[src/hw/rtl/psp_pkg.sv]
// shared widths, constants and stage payload types of the point segment projection core
package psp_pkg;

   localparam int COORD_W = 32;
   localparam int DIFF_W = COORD_W + 1;
   localparam int LEN_W = 2 * DIFF_W;
   localparam int REM_W = LEN_W + 1;
   localparam int FRAC_BITS_DEFAULT = 16;

   // per-item flags that ride along the pipeline
   typedef struct packed {
      logic zero_len;
      logic point_match;
      logic in_range;
   } stat_type;

   // per-item operands carried to the output stage
   typedef struct packed {
      logic signed [COORD_W-1:0] px;
      logic signed [COORD_W-1:0] py;
      logic signed [COORD_W-1:0] sx;
      logic signed [COORD_W-1:0] sy;
      logic signed [COORD_W-1:0] st;
      logic signed [DIFF_W-1:0] dx;
      logic signed [DIFF_W-1:0] dy;
      stat_type stat;
   } item_type;

   // divider working values
   typedef struct packed {
      logic [LEN_W-1:0] len2;
      logic [REM_W-1:0] rem;
   } div_type;

endpackage

[src/hw/rtl/psp_div_step.sv]
// one restoring division step producing one fraction bit of t
module psp_div_step #(
   parameter int FRAC_BITS = psp_pkg::FRAC_BITS_DEFAULT
) (
   input  logic clock,
   input  logic reset,
   input  logic in_valid,
   output logic in_ready,
   input  psp_pkg::item_type in_item,
   input  psp_pkg::div_type in_div,
   input  logic [FRAC_BITS:0] in_q,
   output logic out_valid,
   input  logic out_ready,
   output psp_pkg::item_type out_item,
   output psp_pkg::div_type out_div,
   output logic [FRAC_BITS:0] out_q
);
   import psp_pkg::*;

   logic valid_ff;
   logic rdy;
   logic [REM_W-1:0] rem_sh;
   logic bit_in;
   div_type div_in, div_ff;
   item_type item_ff;
   logic [FRAC_BITS:0] q_ff;

   assign rdy = !valid_ff || out_ready;
   assign in_ready = rdy;

   // shift remainder, compare and subtract
   always_comb begin
      rem_sh = {in_div.rem[REM_W-2:0], 1'b0};
      bit_in = (rem_sh >= {1'b0, in_div.len2});
      div_in.len2 = in_div.len2;
      div_in.rem = bit_in ? (rem_sh - {1'b0, in_div.len2}) : rem_sh;
   end

   // valid bit
   always_ff @(posedge clock) begin
      if (reset) begin
         valid_ff <= 1'b0;
      end else if (rdy) begin
         valid_ff <= in_valid;
      end
   end

   // payload
   always_ff @(posedge clock) begin
      if (rdy) begin
         item_ff <= in_item;
         div_ff <= div_in;
         q_ff <= {in_q[FRAC_BITS-1:0], bit_in};
      end
   end

   assign out_valid = valid_ff;
   assign out_item = item_ff;
   assign out_div = div_ff;
   assign out_q = q_ff;

endmodule

[config.mk]
export PLATFORM = sky130hd
export DESIGN_NAME = psp_div_step
export DESIGN_NICKNAME = d
export VERILOG_FILES = /design/src/hw/rtl/psp_pkg.sv /design/src/hw/rtl/psp_div_step.sv
export SDC_FILE = /design/constraint.sdc
export NUM_CORES = 1
export LEC_CHECK = 0
export BUFFER_PORTS_ARGS = -buffer_cell sky130_fd_sc_hd__buf_2
export CAP_MARGIN = 30
export CORE_AREA = 2 2 299 301
export CTS_BUF_LIST = sky130_fd_sc_hd__clkbuf_4 sky130_fd_sc_hd__clkbuf_8
export CTS_CLUSTER_DIAMETER = 200
export DETAILED_ROUTE_END_ITERATION = 12
export DIE_AREA = 0 0 301 303
export SLEW_MARGIN = 10
export SYNTH_ARGS = -nofsm -noshare
export SYNTH_HDL_FRONTEND = slang
export SYNTH_SLANG_ARGS = --single-unit
[constraint.sdc]
create_clock -name clock -period 13.7 [get_ports clock]
set_clock_uncertainty 0.05 [all_clocks]
set_input_delay 1.37 -clock clock [delete_from_list [all_inputs] [get_ports clock]]
set_output_delay 1.37 -clock clock [all_outputs]
set_load 0.01 [all_outputs]
# == Word level (Yosys, flattened, before mapping) ==
# Index checks and enable logic that the tools add are counted.
# word_totals
register_bits,380
in_bits,383
out_inout_bits,381
word_cells,20
# op_classes
n_addsub,1
order_cmp,1
n_mux,1
reduce_logical,2
# ops
cell,count
67-bit by 66-bit greater-or-equal comparator with 1-bit output,1
67-bit two-way mux,1
67-bit by 66-bit subtractor with 67-bit output,1
1-bit logical NOT,1
1-bit logical OR,1

# == Longest topological paths before layout ==
# depth
depth_word,2
ltp_mapped,15
ltp_nobuf,13

# == Worst setup path before layout ==
# No wires, ideal clock.
# synth_path
path_type,input -> output
start,in out_ready
end,out in_ready
arrival_ps,10501
required_time_ps,12280
setup_slack_ps,1779
cell_stages,1
n_path_buf,0
path_cell_list,nand2b_1
# synth_via
elab_chain_cells,1
# synth_lines
item,line_no,source
start: declaration,psp_div_step.sv:13,"input logic out_ready,"
1-bit logical OR,psp_div_step.sv:28,assign rdy = !valid_ff || out_ready;
end: declaration,psp_div_step.sv:8,"output logic in_ready,"
# Every way passes these cells.

==> results.toml <==
[status]
outcome = "finished clean"

[grt]
met2_usage_pct = 29.2
groute.usage.overall_pct = 17.4
grt_use_met3_pct = 9.77
first_global_vias = 12900
grt_antenna_before_repair = 68
global_route.peak_usage_layer = "met2"
use_met1_pct = 18.1
grt_pass1_wl_um = 107000
grt_max_degree = 88
gr-total-overflow = 0

[critical_path]
timing.reg2reg.worst_path_depth = 4
worstSetupEndpointType = "register"
critical_path_arrival_ns = 5.20
cp_slowest_cell = "buf_4"
critical_path.max_stage_delay_ns = 0.66
critical_path_cell_by_cell = "buf_2 -> inv_1 -> ha_1 -> a211o_1 -> a21oi_1 -> and3_1 -> a2111oi_4 -> o31ai_2 -> nand2_1 -> a211oi_4 -> buf_4 -> a211oi_1 -> a21o_1"
worst-endpoint-required_ns = 14.07
crit_path_start_kind = "input port"
worstPathMaxFanout = 87
worst-setup-path-type = "in -> reg"

[cells_and_area]
number_of_nets_in_the_finished_design = 2434
layout-drive-gt1-share_pct = 44.8
layout.filler_cells = 9277
register_area_sq_mm = 0.0114
final_cell_mix = "buf_2, edfxtp_1, nand2_1, inv_1, o21ai_0"
final_common_cell = "buf_2"
multiInputGateArea_sq_mm = 0.00438
areaGrowthSynthToFinish_pct = 40.9

[timing]
max_clock_freq_mhz = 207
drv_slew = 0
post-route-period-util_pct = 35.2
worst_hold_slack_after_final_layout_ns = 0.795
rsz0062_at_grt = "false"
post_layout_worst_setup_margin_ns = 8.87
hold_viol = 0
period_minus_slack_ns = 4.83
setup_viol = 0
worst_slew_margin_rel_pct = 35.2
fin_setup_tns_ns = 0
tightest_slew_ns = 0.972

[floorplanning]
floorplan.initialDensity_pct = 18.5
floorplan.die.width_um = 301
dieArea_sq_mm = 0.0912
placement_rows = 109
die_height_um = 303
io_pins = 764
core_sq_mm = 0.0880

[logic_synthesis]
synth_cell_type_count = 64
synth_top_cell_by_area = "edfxtp_1"
netlist_instances = 1174
synth-seq-area-share_pct = 70.0
postSynthNetCount = 1624
ys.flop_type = "edfxtp_1"
synth_top_cell_area_share_pct = 69.9
post_synth_instance_area_sq_mm = 0.0163
synth_enable_flop_cells = 379
ys.warnings.count = 0
synth.avg_cell_area_sq_um = 13.9
yosys_register_bits = 380
synth.area.top_cells = "edfxtp_1, ha_1, o21ai_0"
asr_flop_ratio_synth_pct = 0

[placed_design]
placement.io_buffers = 761
gp_congestion = 0.890
detailedPlace.worstSlack_ns = 8.17
dp_hpwl_um = 68900

[cts]
cts_buffers = 75
cts_htree_levels = 3
clock_tree.buffer_depth = 3
cts_hold_buf = 0
root_buffer = "clkbuf_8"
insertion_delay_to_the_later_sink_of_the_worst_skew_pair_ns = 0.67
ctsResizeCount = 0
tritoncts = "yes"
cts_setup_buffers = 0
worst_setup_hold_path_clk_slew_ns = 0.06
clkSinkCount = 380

[power_and_ir_drop]
combPwrFrac_pct = 18.0
power.share.switching_pct = 29.3
power.ir.vdd_worst_mv = 0.0980
power.density_cell_area_mw_per_mm2 = 137
p_seq_share_pct = 45.9
p_int_w = 0.00222
netsw_w = 0.000920
share_clk_of_total_power_pct = 36.1
power.static_leakage_nw = 10.0

[drt]
antenna_left = 0
wl_per_cell_um = 26.0
post_drt_via_cell_ratio = 4.11
drt_first_pass_iters = 5
remaining_drc_errors = 0
num_vias = 13200
detail_route.wirelength_um = 83400
detailedRoute.firstIterationViolations = 861

[min_path]
holdCritPathClass = "in -> reg"
hold_depth = 2

[run]
maxCapViolCount = 0
[synth_stat cells (8+ instances only)]
master and count:
a21o_1 33, a21oi_1 73, a31oi_1 8, buf_2 8, clkbuf_1 29, edfxtp_1 379
ha_1 66, inv_1 91, mux2_2 8, nand2_1 114, nand3_1 16, nand4_1 23
nor2_1 44, nor3_1 16, o21a_1 10, o21ai_0 87, o21bai_1 13, xnor2_1 36
xor2_1 26
[power groups by stage]
stage / Combinational (W) / Clock [W] / Sequential [W]
after floorplan: 0.000204 / 0 / 0.00154
after global placement: 0.000570 / 0 / 0.00146
after detailed placement: 0.000571 / 0 / 0.00146
after CTS: 0.000574 / 0.00118 / 0.00144
after global routing: 0.000612 / 0.00122 / 0.00145
final: 0.000564 / 0.00113 / 0.00144
[layer usage]
layer	wire, um	part of all wire [%]	up-vias
li1	-	-	6016
met1	29600	35	6277
met2	40100	48	672
met3	10400	12	181
met4	3000	3.6	50
met5	321	0.38	-
[cells by family after synthesis]
| family | Yosys count | share of synthesized area, % |
|---|---|---|
| simple gates | 248 | 6.96 |
| mux | 8 | 0.553 |
| buf+inv | 131 | 3.14 |
| compound gates | 278 | 10.8 |
| fa+ha+maj | 67 | 5.20 |
| flops | 380 | 70.0 |
| xor+xnor | 62 | 3.34 |
[registers in the layout, indices dropped and copies added (netlist names)]
signal and count:
out_q 17, out_valid 1, out_item 229, out_div 133
[area by class of cell]
type / count / area share (%)
repair buffers: 772 / 17.1
inverters: 92 / 1.51
diodes: 17 / 0.185
multi-input cells: 663 / 19.1
well taps: 1165 / 6.35
clock buffers: 100 / 5.37
clock inverters: 24 / 0.747
flip-flops and latches: 380 / 49.7
[worst max-delay path, delay by kind of cell]
family / cells / cell delay (ns)
and+or+nand+nor: 2 / 0.60
adders and majority gates: 1 / 0.37
AOI/OAI and AO/OA: 7 / 1.95
buffers and inverters: 3 / 0.79
[worst paths after layout]
check / from / endpoint / slack, ns
setup reg to reg: out_valid$_SDFFE_PP0P_ / out_item[191]$_DFFE_PP_ / 10.75
hold reg to reg: out_valid$_SDFFE_PP0P_ / out_div[80]$_DFFE_PP_ / 0.97
setup / recovery: in_div[79] / out_div[13]$_DFFE_PP_ / 8.87
hold / removal: reset / out_valid$_SDFFE_PP0P_ / 0.79
[metrics by stage]
stage	util [%]	std cells	power [W]	instance area, sq um
after floorplan	-	1174	0.00175	16300
after global placement	24.4	3071	0.00203	21500
after detailed placement	24.4	3071	0.00203	21500
after CTS	26.0	3195	0.00319	22900
after global routing	26.0	3199	0.00328	22900
final	26.1	3213	0.00314	22900
Note: power is estimated with default switching activity, not from simulation.
