$ cat config.mk
export PLATFORM = sky130hd
export DESIGN_NAME = psp_back
export DESIGN_NICKNAME = d
export VERILOG_FILES = /design/src/hw/rtl/psp_pkg.sv /design/src/hw/rtl/psp_back.sv
export SDC_FILE = /design/constraint.sdc
export NUM_CORES = 2
export LEC_CHECK = 0
export BUFFER_PORTS_ARGS = -buffer_cell sky130_fd_sc_hd__buf_2
export CAP_MARGIN = 40
export CORE_UTILIZATION = 30
export DETAILED_ROUTE_END_ITERATION = 10
export GPL_ROUTABILITY_DRIVEN = 0
export HOLD_SLACK_MARGIN = 0.02
export PLACE_DENSITY = 0.43
export SYNTH_ARGS = -nofsm -noshare
export SYNTH_HDL_FRONTEND = slang
export SYNTH_SLANG_ARGS = --single-unit
$ cat constraint.sdc
create_clock -name clock -period 13.2 [get_ports clock]
set_clock_uncertainty 0.2 [all_clocks]
set_input_delay 2.64 -clock clock [delete_from_list [all_inputs] [get_ports clock]]
set_output_delay 2.64 -clock clock [all_outputs]
set_load 0.005 [all_outputs]
$ cat src/hw/rtl/psp_pkg.sv
// shared widths, constants and stage payload types of the point segment projection core
package psp_pkg;

   localparam int COORD_W = 32;
   localparam int DIFF_W = COORD_W + 1;
   localparam int LEN_W = 2 * DIFF_W;
   localparam int REM_W = LEN_W + 1;
   localparam int FRAC_BITS_DEFAULT = 16;

   // per-item flags that ride along the pipeline
   typedef struct packed {
      logic zero_len;
      logic point_match;
      logic in_range;
   } stat_type;

   // per-item operands carried to the output stage
   typedef struct packed {
      logic signed [COORD_W-1:0] px;
      logic signed [COORD_W-1:0] py;
      logic signed [COORD_W-1:0] sx;
      logic signed [COORD_W-1:0] sy;
      logic signed [COORD_W-1:0] st;
      logic signed [DIFF_W-1:0] dx;
      logic signed [DIFF_W-1:0] dy;
      stat_type stat;
   } item_type;

   // divider working values
   typedef struct packed {
      logic [LEN_W-1:0] len2;
      logic [REM_W-1:0] rem;
   } div_type;

endpackage

$ cat src/hw/rtl/psp_back.sv
// scaling by t, result select and output register
module psp_back #(
   parameter int FRAC_BITS = psp_pkg::FRAC_BITS_DEFAULT
) (
   input  logic clock,
   input  logic reset,
   input  logic in_valid,
   output logic in_ready,
   input  psp_pkg::item_type in_item,
   input  logic [FRAC_BITS:0] in_q,
   output logic rsp_valid,
   input  logic rsp_ready,
   output logic rsp_on_segment,
   output logic signed [psp_pkg::COORD_W-1:0] rsp_proj_x,
   output logic signed [psp_pkg::COORD_W-1:0] rsp_proj_y,
   output logic signed [psp_pkg::COORD_W-1:0] rsp_proj_stamp
);
   import psp_pkg::*;

   localparam int PROD_W = FRAC_BITS + 2 + DIFF_W;

   logic vp_ff, vo_ff;
   logic rdy_p, rdy_o;
   item_type item_ff;
   logic signed [FRAC_BITS+1:0] q_s;
   logic signed [PROD_W-1:0] px_in, py_in, pt_in, px_ff, py_ff, pt_ff;
   logic signed [PROD_W-1:0] sh_x, sh_y, sh_t;
   logic on_in, on_ff;
   logic signed [COORD_W-1:0] x_in, y_in, t_in, x_ff, y_ff, t_ff;

   assign rdy_o = !vo_ff || rsp_ready;
   assign rdy_p = !vp_ff || rdy_o;
   assign in_ready = rdy_p;

   // products with t
   assign q_s = $signed({1'b0, in_q});
   assign px_in = q_s * in_item.dx;
   assign py_in = q_s * in_item.dy;
   assign pt_in = q_s * $signed({in_item.st[COORD_W-1], in_item.st});

   // floor shift, offset by start, select pass-through
   always_comb begin
      sh_x = px_ff >>> FRAC_BITS;
      sh_y = py_ff >>> FRAC_BITS;
      sh_t = pt_ff >>> FRAC_BITS;
      if (item_ff.stat.in_range) begin
         on_in = 1'b1;
         x_in = item_ff.sx + sh_x[COORD_W-1:0];
         y_in = item_ff.sy + sh_y[COORD_W-1:0];
         t_in = sh_t[COORD_W-1:0];
      end else begin
         on_in = item_ff.stat.zero_len && item_ff.stat.point_match;
         x_in = item_ff.px;
         y_in = item_ff.py;
         t_in = '0;
      end
   end

   // valid bits
   always_ff @(posedge clock) begin
      if (reset) begin
         vp_ff <= 1'b0;
         vo_ff <= 1'b0;
      end else begin
         if (rdy_p) vp_ff <= in_valid;
         if (rdy_o) vo_ff <= vp_ff;
      end
   end

   // payload
   always_ff @(posedge clock) begin
      if (rdy_p) begin
         item_ff <= in_item;
         px_ff <= px_in;
         py_ff <= py_in;
         pt_ff <= pt_in;
      end
      if (rdy_o) begin
         on_ff <= on_in;
         x_ff <= x_in;
         y_ff <= y_in;
         t_ff <= t_in;
      end
   end

   assign rsp_valid = vo_ff;
   assign rsp_on_segment = on_ff;
   assign rsp_proj_x = x_ff;
   assign rsp_proj_y = y_ff;
   assign rsp_proj_stamp = t_ff;

endmodule

# [After elaboration in Yosys (flattened, before gate mapping)]
# Index checks and enable logic that the tools add are counted.
[totals] ff_bits=374 inputBits=250 output_inout_bits=99 wordCells=28
[op_classes] n_addsub=2 n_mul=3 muxes=2 reduce_logical=5
[ops] cell="$mul A18 B33 Y48" n=2
[ops] cell="$add A32 B32 Y32" n=2
[ops] cell="$mux W32" n=2
[ops] cell="$mul A18 B32 Y48" n=1
[ops] cell="$logic_not A1 Y1" n=2
[ops] cell="$logic_or A1 B1 Y1" n=2
[ops] cell="$logic_and A1 B1 Y1" n=1

# [Longest topological paths before layout]
[depth] word_depth=3 ltp_mapped=28 mapped_depth_nobuf=26

# [Worst setup path after synthesis]
# No wires, ideal clock.
[synth_path] path_type="input-to-output" start="input port rsp_ready" end="output port in_ready" arrival_ns=7.489 t_required_ns=10.360 slack_ns=2.871 cell_stages=2 path_buffers=0 path_cell_list="nor2b_1 -> nand2_1"
[synth_between] elab_chain_cells=2
[synth_lines] element="start: declaration" line_no="psp_back.sv:12" rtl="input logic rsp_ready,"
[synth_lines] element="$logic_or A1 B1 Y1" line_no="psp_back.sv:31" rtl="assign rdy_o = !vo_ff || rsp_ready;"
[synth_lines] element="$logic_or A1 B1 Y1" line_no="psp_back.sv:32" rtl="assign rdy_p = !vp_ff || rdy_o;"
[synth_lines] element="end: declaration" line_no="psp_back.sv:8" rtl="output logic in_ready,"
# No other way between the ends.

# [Final worst setup path]
[layout_path] start="input port in_q[10]" end="register py_ff[47], data pin"
[layout_between] elab_chain_cells=1
[layout_lines] element="start: declaration" line_no="psp_back.sv:10" rtl="input logic [FRAC_BITS:0] in_q,"
[layout_lines] element="$mul A18 B33 Y48" line_no="psp_back.sv:38" rtl="assign py_in = q_s * in_item.dy;"
[layout_lines] element="named net py_in[47]" line_no="psp_back.sv:26" rtl="logic signed [PROD_W-1:0] px_in, py_in, pt_in, px_ff, py_ff, pt_ff;"
[layout_lines] element="end signal: assignment" line_no="psp_back.sv:75" rtl="py_ff <= py_in;"
[layout_lines] element="end: declaration" line_no="psp_back.sv:26"
# The timed path passes the listed nets, and every way through them passes these cells.
# A chain may end at the register's enable or synchronous reset.

==> flow_summary.ini <==
[layout]
syn2layout_area_growth_pct = 9.474
layout-drive-gt1-share = 0.07718
nets = 9372
final_area_sq_um = 75280

[worst_hold_path]
hold_path_class = flip-flop to flip-flop
hold_path_depth = 1
min-delay-start = pt_ff[38]
min_to = rsp_proj_stamp[22]

[grt]
grt_overflow = 0
grt_pass1_wl_um = 314200
antenna_found_initial = 33
grt_max_degree = 99
first_global_vias = 51708
grtUsageTotal = 0.1791

[clocking]
numCtsBuffers = 47
cts_setup_buffers = 0
clk_path_buf_depth = 3
cts_tree = yes
htree_levels = 2
cts.sinks = 326
clk_pin_slew_ps = 60
hold_buffers = 0
cts_resized = 0
clkLatencyLatePin_ps = 690
cts-root-buf = clkbuf_16

[timing]
rsz0062_at_grt = no
finalMaxSlewViolations = 0
fin_tns_setup_ps = 0
hold_viol = 0
relSlewSlack = 0.4138
whs_ps = 311.0
fin_crit_ps = 9396
fin_ws_ps = 3804
layout_worst_path_cycle_share = 0.7118
setup_viol = 0
fmax_mhz = 106.4
tightest_slew_ps = 857.1

[synth]
yosys_register_bits = 326
synth_flop_cell = edfxtp_1
ys_top_cells_by_area = fa_1 45%, edfxtp_1 14%, inv_1 10%, and2_1 8.8%, ha_1 7.1%
synth.largest_area_cell = fa_1
syn_nets = 9223
ys_seq_area_frac = 0.1421
syn_inst = 7044
netlist_top_cells_count = 1855 x inv_1, 1537 x fa_1, 964 x and2_1
synthDistinctLibCells = 91
yosys_warnings = 0
async_reset_ff_frac = 0
synth_edf_count = 324
syn_area_per_cell_sq_um = 9.762
synth_area_sq_um = 68760
yosysMostFrequentCell = inv_1
synth.top_cell.area_share = 0.4475

[critical_path]
worstPathMaxFanout = 39
r2r_start = item_ff[141]
required_ps = 13440
crit_top_cell = fa_1
max_stage_delay_ps = 580
rrSetupSlack_ps = 9380
worstSetupEndpointType = flip-flop
arrival_ps = 9640
rr_worst_depth = 12
setup.worst_path.start_class = input port
cpMaxStageDelayCell = fa_1
crit-reg2reg-capture = rsp_proj_x[29]
worstSetupPathType = input port to flip-flop
crit_chain = buf_4 > buf_4 > buf_4 > nand2_1 > fa_1 > inv_1 > fa_1 > fa_1 > fa_1 > fa_1 > inv_1 > fa_1 > inv_1 > ha_1 > a21o_1 > a21o_1 > o311a_1 > a31o_2 > o2111ai_2 > a21oi_2 > o21ai_0 > and4_1 > nor3_1

[place]
pre_cts_slack_ps = 3072
port_buffers = 348
hpwl_um = 151900
dpl_cell_area_sq_um = 73690

[floorplanning]
rows = 175
die_x_um = 480.8
core_area_sq_um = 227500
dieHeight_um = 480.8
start_util = 0.3023
ios = 349
fp.dieArea_sq_um = 231100

[route]
vias_per_cell = 4.507
wl_per_cell_um = 19.39
drt_pre_antenna_iters = 5
vias = 46195
drc_errors = 0
drt_wl_total_um = 198700
ant_nets = 0
drt-initial-drc-count = 2086

[job]
max-cap-violations = 0

[run_status]
status = finished clean
[area by class of cell]
| class | instances | area (sq um) |
|---|---|---|
| well taps | 3009 | 3765 |
| repair buffers | 392 | 2248 |
| clock inverters | 31 | 332.8 |
| fillers | 23527 | 152200 |
| flip-flops and latches | 326 | 9769 |
| inverters | 1855 | 6968 |
| clock buffers | 55 | 1227 |
| diodes | 11 | 27.53 |
| multi-input cells | 4571 | 50940 |
[worst max path at each step]
stage,endpoint,slack [ps],startpoint
floorplan,in_ready,2870,rsp_ready
global placement,pt_ff[42],3100,in_q[3]
detailed placement,py_ff[46],3070,in_q[10]
CTS,pt_ff[42],3810,in_q[10]
global route,pt_ff[42],3470,in_q[10]
finish,py_ff[47],3800,in_q[10]
[worst max-delay path, delay by kind of cell]
kind | cells | cell delay [ps]
compound gates | 7 | 1730
fa+ha+maj | 7 | 3300
buf+inv | 6 | 1490
simple gates | 3 | 440
[sequential cells by signal, indices dropped and copies added (netlist names)]
register and count:
item_ff 131, pt_ff 32, px_ff 32, py_ff 32
rsp_proj_stamp 32, rsp_proj_x 32, rsp_proj_y 32, rsp_on_segment 1
rsp_valid 1, vp_ff 1
[logic make-up after synthesis]
| family | share of synthesized area |
|---|---|
| buffers and inverters | 0.1172 |
| AND/OR/NAND/NOR | 0.1528 |
| adder cells (fa/ha/maj) | 0.5188 |
| AO/OA/AOI/OAI | 0.03741 |
| flip-flops | 0.1421 |
| XOR/XNOR | 0.02242 |
| multiplexers | 0.009298 |
[cells in the final DEF (no fill, tap or decap), drive strengths merged, types with 8 or more instances in the layout]
master / count
mux2: 52
nand4: 14
inv: 1859
nand2b: 15
diode: 11
o21bai: 16
a31oi: 11
clkinv: 16
o21a: 28
clkbuf: 55
fa: 1537
nor2b: 35
nor3: 30
ha: 392
a211oi: 8
buf: 392
and2: 964
nor2: 111
nand3: 24
o21ai: 49
nand2: 787
edfxtp: 324
xnor2: 134
a21o: 67
and3: 19
a21oi: 120
xor2: 42
[metrics by stage]
stage | utilization | cells
finish | 0.3309 | 10250
global route | 0.3309 | 10246
CTS | 0.3308 | 10239
detailed placement | 0.3239 | 10153
global placement | 0.3235 | 10149
floorplan | - | 7044
[per-layer routing]
metal | wire length, um | share of wire | vias to the layer above | GRT usage
met5 | 69 | 0.00035 | - | 0
met4 | 3594 | 0.018 | 12 | 0.03509
met3 | 8401 | 0.042 | 201 | 0.01946
met2 | 94730 | 0.48 | 914 | 0.3008
met1 | 91950 | 0.46 | 24243 | 0.2488
li1 | - | - | 20825 | -
Power is not shown: default switching activity piles up to over one toggle a cycle in this logic, so the estimate is an artifact.
